<file path="src/hw/rtl/kclru_pkg.sv">
// shared types and constants for the keyed cache lru tag table
package kclru_pkg;

    // request command codes
    localparam logic CMD_LOOKUP = 1'b0;
    localparam logic CMD_INSERT = 1'b1;

    // field widths
    localparam int KEY_W = 64;
    localparam int AGE_W = 16;
    localparam int OUT_IDX_W = 4;

    // age given to a touched entry
    localparam logic [AGE_W-1:0] TOUCH_AGE = 16'd8192;

    // update command broadcast to every cell
    typedef struct packed {
        logic touch;
        logic insert;
    } kclru_ctl_t;

endpackage

</file>
<file path="src/hw/rtl/kclru_cell.sv">
// one tag table entry with its slice of the lookup and victim search chain
module kclru_cell #(
    parameter int IW = 4,
    parameter int INDEX = 0
) (
    input  logic                          clk,
    input  logic                          rst_n,
    input  logic [kclru_pkg::KEY_W-1:0]   q_key,
    input  kclru_pkg::kclru_ctl_t         ctl,
    input  logic                          sel,
    input  logic                          in_found,
    input  logic [IW-1:0]                 in_match_idx,
    input  logic                          in_empty_found,
    input  logic [IW-1:0]                 in_empty_idx,
    input  logic                          in_best_valid,
    input  logic [kclru_pkg::AGE_W-1:0]   in_best_age,
    input  logic [IW-1:0]                 in_best_idx,
    output logic                          out_found,
    output logic [IW-1:0]                 out_match_idx,
    output logic                          out_empty_found,
    output logic [IW-1:0]                 out_empty_idx,
    output logic                          out_best_valid,
    output logic [kclru_pkg::AGE_W-1:0]   out_best_age,
    output logic [IW-1:0]                 out_best_idx
);

    localparam logic [IW-1:0] MY_IDX = IW'(INDEX);

    logic [kclru_pkg::KEY_W-1:0] key_reg;
    logic                        occ_reg;
    logic [kclru_pkg::AGE_W-1:0] age_reg;

    logic                        found_reg;
    logic [IW-1:0]               match_idx_reg;
    logic                        empty_found_reg;
    logic [IW-1:0]               empty_idx_reg;
    logic                        best_valid_reg;
    logic [kclru_pkg::AGE_W-1:0] best_age_reg;
    logic [IW-1:0]               best_idx_reg;

    logic hit_here;
    logic take_best;

    // local compare against the request key and the running minimum
    assign hit_here  = occ_reg && (key_reg == q_key);
    assign take_best = !in_best_valid || (age_reg < in_best_age);

    // entry state: occupancy set on insert, age update on every touch
    always_ff @(posedge clk or negedge rst_n)
    begin
        if (!rst_n)
        begin
            occ_reg <= 1'b0;
            age_reg <= '0;
        end
        else if (ctl.touch)
        begin
            if (sel)
            begin
                age_reg <= kclru_pkg::TOUCH_AGE;
                if (ctl.insert)
                begin
                    occ_reg <= 1'b1;
                end
            end
            else if (occ_reg && (age_reg != '0))
            begin
                age_reg <= age_reg - 1'b1;
            end
        end
    end

    // key storage, no reset
    always_ff @(posedge clk)
    begin
        if (ctl.touch && ctl.insert && sel)
        begin
            key_reg <= q_key;
        end
    end

    // search record handed to the next cell
    always_ff @(posedge clk)
    begin
        found_reg       <= in_found || hit_here;
        match_idx_reg   <= in_found ? in_match_idx : MY_IDX;
        empty_found_reg <= in_empty_found || !occ_reg;
        empty_idx_reg   <= in_empty_found ? in_empty_idx : MY_IDX;
        best_valid_reg  <= 1'b1;
        best_age_reg    <= take_best ? age_reg : in_best_age;
        best_idx_reg    <= take_best ? MY_IDX : in_best_idx;
    end

    assign out_found       = found_reg;
    assign out_match_idx   = match_idx_reg;
    assign out_empty_found = empty_found_reg;
    assign out_empty_idx   = empty_idx_reg;
    assign out_best_valid  = best_valid_reg;
    assign out_best_age    = best_age_reg;
    assign out_best_idx    = best_idx_reg;

endmodule

</file>
<file path="src/hw/rtl/keyed_cache_lru_replacement_unit.sv">
// top level of the keyed cache tag table with counter-based lru replacement
//
//   channel | direction | handshake            | payload
//   req     | in        | req_valid, req_stall | cmd, key
//   rsp     | out       | rsp_valid, rsp_stall | hit, entry_index
//
// a request is captured, the search record then ripples down the chain of
// cells, and a final step applies the touch and loads the response
// register.
// a stalled response holds the block in its final step; a new request is
// taken while an earlier response still waits.
// reset empties every entry at once, no clearing pass is needed.
module keyed_cache_lru_replacement_unit #(
    parameter int ENTRIES = 16
) (
    input  logic                                clk,
    input  logic                                rst_n,
    input  logic                                req_valid,
    output logic                                req_stall,
    input  logic                                cmd,
    input  logic [kclru_pkg::KEY_W-1:0]         key,
    output logic                                rsp_valid,
    input  logic                                rsp_stall,
    output logic                                hit,
    output logic [kclru_pkg::OUT_IDX_W-1:0]     entry_index
);

    localparam int IW = (ENTRIES > 1) ? $clog2(ENTRIES) : 1;
    localparam int XW = (IW > kclru_pkg::OUT_IDX_W) ? IW : kclru_pkg::OUT_IDX_W;

    typedef enum logic [1:0] {
        S_IDLE,
        S_SCAN,
        S_DONE
    } state_t;

    state_t                      state_reg;
    logic [IW-1:0]               cnt_reg;
    logic                        q_cmd_reg;
    logic [kclru_pkg::KEY_W-1:0] q_key_reg;
    logic                        rsp_valid_reg;
    logic                        hit_reg;
    logic [kclru_pkg::OUT_IDX_W-1:0] idx_reg;

    // search chain links, link 0 is the empty starting record
    logic                        found_w       [ENTRIES+1];
    logic [IW-1:0]               match_idx_w   [ENTRIES+1];
    logic                        empty_found_w [ENTRIES+1];
    logic [IW-1:0]               empty_idx_w   [ENTRIES+1];
    logic                        best_valid_w  [ENTRIES+1];
    logic [kclru_pkg::AGE_W-1:0] best_age_w    [ENTRIES+1];
    logic [IW-1:0]               best_idx_w    [ENTRIES+1];

    kclru_pkg::kclru_ctl_t       ctl;
    logic [IW-1:0]               touch_idx;
    logic                        done_go;
    logic                        res_hit;
    logic [IW-1:0]               res_idx;
    logic [XW-1:0]               res_idx_ext;

    assign found_w[0]       = 1'b0;
    assign match_idx_w[0]   = '0;
    assign empty_found_w[0] = 1'b0;
    assign empty_idx_w[0]   = '0;
    assign best_valid_w[0]  = 1'b0;
    assign best_age_w[0]    = '0;
    assign best_idx_w[0]    = '0;

    // final step may proceed once the response register is free
    assign done_go = (state_reg == S_DONE) && (!rsp_valid_reg || !rsp_stall);

    // decision from the record at the end of the chain
    always_comb
    begin
        ctl.touch  = 1'b0;
        ctl.insert = 1'b0;
        touch_idx  = '0;
        res_hit    = 1'b0;
        res_idx    = '0;
        if (q_cmd_reg == kclru_pkg::CMD_INSERT)
        begin
            touch_idx = empty_found_w[ENTRIES] ? empty_idx_w[ENTRIES]
                                               : best_idx_w[ENTRIES];
            res_idx    = touch_idx;
            ctl.touch  = done_go;
            ctl.insert = done_go;
        end
        else if (found_w[ENTRIES])
        begin
            touch_idx = match_idx_w[ENTRIES];
            res_idx   = touch_idx;
            res_hit   = 1'b1;
            ctl.touch = done_go;
        end
    end

    assign res_idx_ext = XW'(res_idx);

    // row of entry cells
    for (genvar i = 0; i < ENTRIES; i++)
    begin : g_cell
        kclru_cell #(
            .IW    (IW),
            .INDEX (i)
        ) u_cell (
            .clk             (clk),
            .rst_n           (rst_n),
            .q_key           (q_key_reg),
            .ctl             (ctl),
            .sel             (touch_idx == IW'(i)),
            .in_found        (found_w[i]),
            .in_match_idx    (match_idx_w[i]),
            .in_empty_found  (empty_found_w[i]),
            .in_empty_idx    (empty_idx_w[i]),
            .in_best_valid   (best_valid_w[i]),
            .in_best_age     (best_age_w[i]),
            .in_best_idx     (best_idx_w[i]),
            .out_found       (found_w[i+1]),
            .out_match_idx   (match_idx_w[i+1]),
            .out_empty_found (empty_found_w[i+1]),
            .out_empty_idx   (empty_idx_w[i+1]),
            .out_best_valid  (best_valid_w[i+1]),
            .out_best_age    (best_age_w[i+1]),
            .out_best_idx    (best_idx_w[i+1])
        );
    end

    // sequencer and response register
    always_ff @(posedge clk or negedge rst_n)
    begin
        if (!rst_n)
        begin
            state_reg     <= S_IDLE;
            cnt_reg       <= '0;
            rsp_valid_reg <= 1'b0;
        end
        else
        begin
            // post on the final step, clear once the response is taken
            if (done_go)
            begin
                rsp_valid_reg <= 1'b1;
            end
            else if (rsp_valid_reg && !rsp_stall)
            begin
                rsp_valid_reg <= 1'b0;
            end
            unique case (state_reg)
                S_IDLE:
                begin
                    if (req_valid)
                    begin
                        state_reg <= S_SCAN;
                        cnt_reg   <= '0;
                    end
                end
                S_SCAN:
                begin
                    if (cnt_reg == IW'(ENTRIES - 1))
                    begin
                        state_reg <= S_DONE;
                    end
                    else
                    begin
                        cnt_reg <= cnt_reg + 1'b1;
                    end
                end
                S_DONE:
                begin
                    if (done_go)
                    begin
                        state_reg <= S_IDLE;
                    end
                end
                default:
                begin
                    state_reg <= S_IDLE;
                end
            endcase
        end
    end

    // request and response payload
    always_ff @(posedge clk)
    begin
        if ((state_reg == S_IDLE) && req_valid)
        begin
            q_cmd_reg <= cmd;
            q_key_reg <= key;
        end
        if (done_go)
        begin
            hit_reg <= res_hit;
            idx_reg <= res_idx_ext[kclru_pkg::OUT_IDX_W-1:0];
        end
    end

    assign req_stall   = (state_reg != S_IDLE);
    assign rsp_valid   = rsp_valid_reg;
    assign hit         = hit_reg;
    assign entry_index = idx_reg;

    // only an idle sequencer takes a request
    a_stall_busy: assert property (@(posedge clk) disable iff (!rst_n)
        (state_reg != S_IDLE) |-> req_stall)
        else $error("request taken while busy");

    // the final step always posts a response
    a_done_posts: assert property (@(posedge clk) disable iff (!rst_n)
        done_go |=> rsp_valid)
        else $error("final step did not post a response");

    // an insert never reports a hit
    a_insert_no_hit: assert property (@(posedge clk) disable iff (!rst_n)
        (done_go && (q_cmd_reg == kclru_pkg::CMD_INSERT)) |=> !hit)
        else $error("insert reported a hit");

    // the final step is reached only through a full scan
    a_done_after_scan: assert property (@(posedge clk) disable iff (!rst_n)
        $rose(state_reg == S_DONE) |-> ($past(state_reg) == S_SCAN))
        else $error("final step entered without a scan");

endmodule
</file>
<file path="config.mk">
export PLATFORM = sky130hd
export DESIGN_NAME = keyed_cache_lru_replacement_unit
export DESIGN_NICKNAME = d
export VERILOG_FILES = /design/src/hw/rtl/kclru_pkg.sv /design/src/hw/rtl/kclru_cell.sv /design/src/hw/rtl/keyed_cache_lru_replacement_unit.sv
export SDC_FILE = /design/constraint.sdc
export NUM_CORES = 2
export LEC_CHECK = 0
export BUFFER_PORTS_ARGS = -buffer_cell sky130_fd_sc_hd__buf_2
export CAP_MARGIN = 20
export CORE_UTILIZATION = 50
export DETAILED_ROUTE_END_ITERATION = 10
export PLACE_DENSITY = 0.77
export SYNTH_ARGS = -nofsm -noshare
export SYNTH_HDL_FRONTEND = slang
export SYNTH_SLANG_ARGS = --single-unit
</file>
<file path="constraint.sdc">
create_clock -name clk -period 8.3 [get_ports clk]
set_input_delay 1.245 -clock clk [delete_from_list [all_inputs] [get_ports clk]]
set_output_delay 1.245 -clock clk [all_outputs]
set_load 0.1 [all_outputs]
</file>
==> results.md <==
- Warning count from the yosys run: 0
- Most area-hungry cell type in the Yosys netlist: sky130_fd_sc_hd__edfxtp_1
- Category of the most critical setup path: register to register
- Max IR drop VDD: 0.280 mV
- DR iter-0 viols: around 5700
- Number of hold violations in the final report: 0
- Number of enable flip-flop cells after synthesis: approximately 1100
- Setup Viol. Count Final: 0
- Wire length of the first global-routing pass: 318000 um
- XOR/XNOR share of the synthesized area: between 10% and 20%
- HPWL Detailed: 140000 um
- Global-route met2 utilization: approximately 45%
- Syn_area_per_cell: 12.7 um^2
- Count of nets left with antenna violations after detail routing: 0
- Library cell appearing most often on the critical path: sky130_fd_sc_hd__nor2_1
- Fraction of the yosys area taken by sequential cells: around three fifths
- Total clock sinks: approximately 1800
- Total global routing overflow: 0
- Fraction of final layout cells sized beyond drive strength 1: 10.7%
- Number of max-slew violations in the final report: 0
- CTS hold repair buffers: 0
- GR met1 Demand/Resource: 34.3%
- Resize count post-CTS: 0
- RSZ-0062 raised after global routing: no
- Top_reg_cell synth: sky130_fd_sc_hd__edfxtp_1
- Most common library cell in the layout ignoring fill and taps: sky130_fd_sc_hd__edfxtp_1
- Number of cells produced by synthesis: 6145
- Headroom to the max-slew limit: 18.8%
- Via-to-Cell Ratio: 6.06
- Worst skew pair latency: 0.82 ns
- Mapped Nets: 6472
- Max H-tree Level: 4
- Static Leak: 32.1 nW
- Critical Path Slowest Stage Cell: sky130_fd_sc_hd__nor2_1
- Total Neg Setup Slack: 0 ns
- GRT met3 Usage: 5.47%
- Multiplexer area fraction after synthesis: 2.86%
- Max-capacitance violation count: 0
- Via count of the first global-routing pass: between 40000 and 50000
- Post-synthesis register bit count: 1792
- Number of fillers in the final layout: 12000
- Synthesized cell area: 77900 um^2
- Avg WL per Cell: 25.3 um
- Clock transition at the registers of the reported paths: 0.07 ns
- Combinational family with the most area after synthesis: XOR/XNOR gates
- Maximum single-stage delay on the critical path: 0.92 ns
- DIE HEIGHT: 397 um
- Violated checks: DRC
- Wire length after detailed routing: 216000 um
- Power, Total: 21.9 mW
- Category of the worst setup path capture point: register
- Ratio of final minimum period to clock period: 47.9%
- Pin count of the biggest net entering global routing: around 130
- Kind of start point of the critical path: register
- Global router's overall resource usage: 27.2%
- CTS Buffer Depth: 3
- GRT busiest layer: met2
- Area of the core region: 154000 um^2
- Most area-consuming cells after synthesis: sky130_fd_sc_hd__edfxtp_1 (42%), sky130_fd_sc_hd__dfxtp_1 (11%), sky130_fd_sc_hd__dfrtp_1 (9.0%)
- Cells traversed along the worst timing path: mux2_2, a22oi_1, inv_2, nor2_1, nand3_1, nor2_1, o32ai_1
- Maximum achievable frequency: about 0.25 GHz
- Compound-gate portion of the synthesized area: 7.50%
- Vias after detailed routing: between 50000 and 60000
- Global placer's final weighted congestion: 0.972
- Area delta synth->final: 12.1%
- Initial core utilization: 50.5%
- Worst slack on hold paths: 0.378 ns
- Final net count: 6653
- Transition at the pin with the smallest max-transition slack: 1.22 ns
- Drt pass-1 iters: 11
- Hold crit path type: register to register
- Number of buffers inserted during clock tree synthesis: 175
- Count of buffers from port buffering: 75
- Worst-path fanout max: 15
- I/O pin count: 76
- Std-Cell Rows: 144
- Simple-gate portion of the synthesized area: 10.1%
- Most frequent cells in the layout: sky130_fd_sc_hd__edfxtp_1 (1094), sky130_fd_sc_hd__xnor2_1 (590), sky130_fd_sc_hd__dfxtp_1 (419)
- Area of the multi-input gates: ~27000 um^2
- Total power density per cell area: 250 nW/um^2
- TritonCTS clock tree: yes
- Sequential standard cell area: 48200 um^2
- Antenna violations before repair: 9
- Worst Clk Skew: 0.0553 ns
- Worst path required time: 8.90 ns
- Number of flip-flops in the largest register: 1024
- Proportion of synthesized flip-flops having asynchronous set or reset: 15.6%
- Width of the die: 397 um
- Status: finished with violations
- Number of buffers added for setup after CTS: 0
- Adder-cell area share of the yosys netlist: under 10%
- Post-route DRC: 3
- Count of distinct cell types in the synthesized netlist: 84
- Final critical delay including setup and external delays: 3.98 ns
- Die Outline Area: between 150000 and 200000 um^2
- Clock root buffer: sky130_fd_sc_hd__clkbuf_16
- Post-synth top area share: between 40% and 50%
- Data arrival time of the critical path: 4.57 ns
-- kinds of logic (layout without fill, tap and decap cells) --
logic type / Yosys count / after routing
and+or+nand+nor: 1477 / 1477
other: 0 / 5
buffers and inverters: 648 / 978
muxes: 200 / 200
xor gates and xnor gates: 923 / 923
AOI/OAI and AO/OA: 847 / 847
DFF: 1792 / 1792
adders and majority gates: 258 / 258
-- path summary, 6_finish.rpt --
kind                       slack [ns]  cells past startpoint                                         to                                      start
setup / recovery                 4.32                      7   g_cell[11].u_cell.age_reg[1]$_DFFE_PN0P_  g_cell[15].u_cell.out_empty_found$_DFF_P_
hold / removal                   0.38                      1  g_cell[1].u_cell.out_empty_idx[0]$_DFF_P_   g_cell[0].u_cell.out_empty_found$_DFF_P_
setup reg to reg                 4.32                      7   g_cell[11].u_cell.age_reg[1]$_DFFE_PN0P_  g_cell[15].u_cell.out_empty_found$_DFF_P_
hold reg to reg                  0.38                      1  g_cell[1].u_cell.out_empty_idx[0]$_DFF_P_   g_cell[0].u_cell.out_empty_found$_DFF_P_
max in group asynchronous        6.39                      2  g_cell[14].u_cell.age_reg[14]$_DFFE_PN0P_                                      rst_n
min in group asynchronous        0.43                      1  g_cell[11].u_cell.age_reg[10]$_DFFE_PN0P_                                      rst_n
-- cells in the mapped netlist (13+ instances only) --
master and instances:
sky130_fd_sc_hd__a21oi_1 155, sky130_fd_sc_hd__xor2_1 333, sky130_fd_sc_hd__o21ai_1 71, sky130_fd_sc_hd__o21ai_0 109, sky130_fd_sc_hd__buf_1 48, sky130_fd_sc_hd__clkbuf_1 172
sky130_fd_sc_hd__inv_1 397, sky130_fd_sc_hd__dfxtp_1 419, sky130_fd_sc_hd__a31oi_1 37, sky130_fd_sc_hd__a41oi_1 13, sky130_fd_sc_hd__or3_1 33, sky130_fd_sc_hd__mux2_1 40
sky130_fd_sc_hd__a2111oi_0 21, sky130_fd_sc_hd__nand4_1 229, sky130_fd_sc_hd__nor2_1 316, sky130_fd_sc_hd__and2_1 52, sky130_fd_sc_hd__dfrtp_1 279, sky130_fd_sc_hd__o221ai_1 14
sky130_fd_sc_hd__or2_1 23, sky130_fd_sc_hd__o31ai_1 18, sky130_fd_sc_hd__nand2_1 192, sky130_fd_sc_hd__o22ai_1 88, sky130_fd_sc_hd__mux2i_1 21, sky130_fd_sc_hd__or4_1 38
sky130_fd_sc_hd__a221oi_1 50, sky130_fd_sc_hd__nand3_1 125, sky130_fd_sc_hd__edfxtp_1 1094, sky130_fd_sc_hd__nor4_1 188, sky130_fd_sc_hd__nor2b_1 26, sky130_fd_sc_hd__o211ai_1 18
sky130_fd_sc_hd__xnor2_1 590, sky130_fd_sc_hd__nand2b_1 99, sky130_fd_sc_hd__a22o_1 39, sky130_fd_sc_hd__ha_1 258, sky130_fd_sc_hd__mux2_2 139, sky130_fd_sc_hd__nor3_1 90
sky130_fd_sc_hd__a21o_1 29, sky130_fd_sc_hd__o2bb2ai_1 51, sky130_fd_sc_hd__o311ai_0 29
-- final cells by class --
cell class / instances / area share [%]
sequential: 1792 / 55.2
multi-input combinational: 3705 / 31.4
clock buffer: 253 / 5.79
tap: 2044 / 2.93
timing repair buffer: 236 / 1.85
inverter: 416 / 1.79
clock inverter: 73 / 1.05
antenna: 5 / 0.0143
-- power breakdown --
group	internal, mW	total, mW	switching (mW)
logic	1.28	3.57	2.29
registers	9.93	10.2	0.234
clock network	4.65	8.13	3.47
-- routing by layer --
layer / up-vias / share of wire (%)
met5: - / 0.026
met4: 8 / 5.4
met3: 665 / 10
met2: 2837 / 47
met1: 25300 / 37
li1: 22800 / -
-- critical path: cells and delay by family, from the launching register on --
kind / cells / cell delay, ns
AND/OR/NAND/NOR: 3 / 1.59
AO/OA/AOI/OAI: 2 / 1.09
flip-flops: 1 / 0.40
multiplexers: 1 / 0.35
buffers and inverters: 1 / 0.32
-- metrics by stage --
stage	area, um^2	setup slack [ns]	util (%)	cells
after floorplan	77900	2.98	-	6145
after global placement	81400	4.35	52.7	8190
after detailed placement	81400	4.40	52.7	8191
after CTS	87400	4.36	56.6	8517
after global routing	87400	3.99	56.6	8519
final	87400	4.32	56.6	8524
Note: power is estimated with default switching activity, not from simulation.
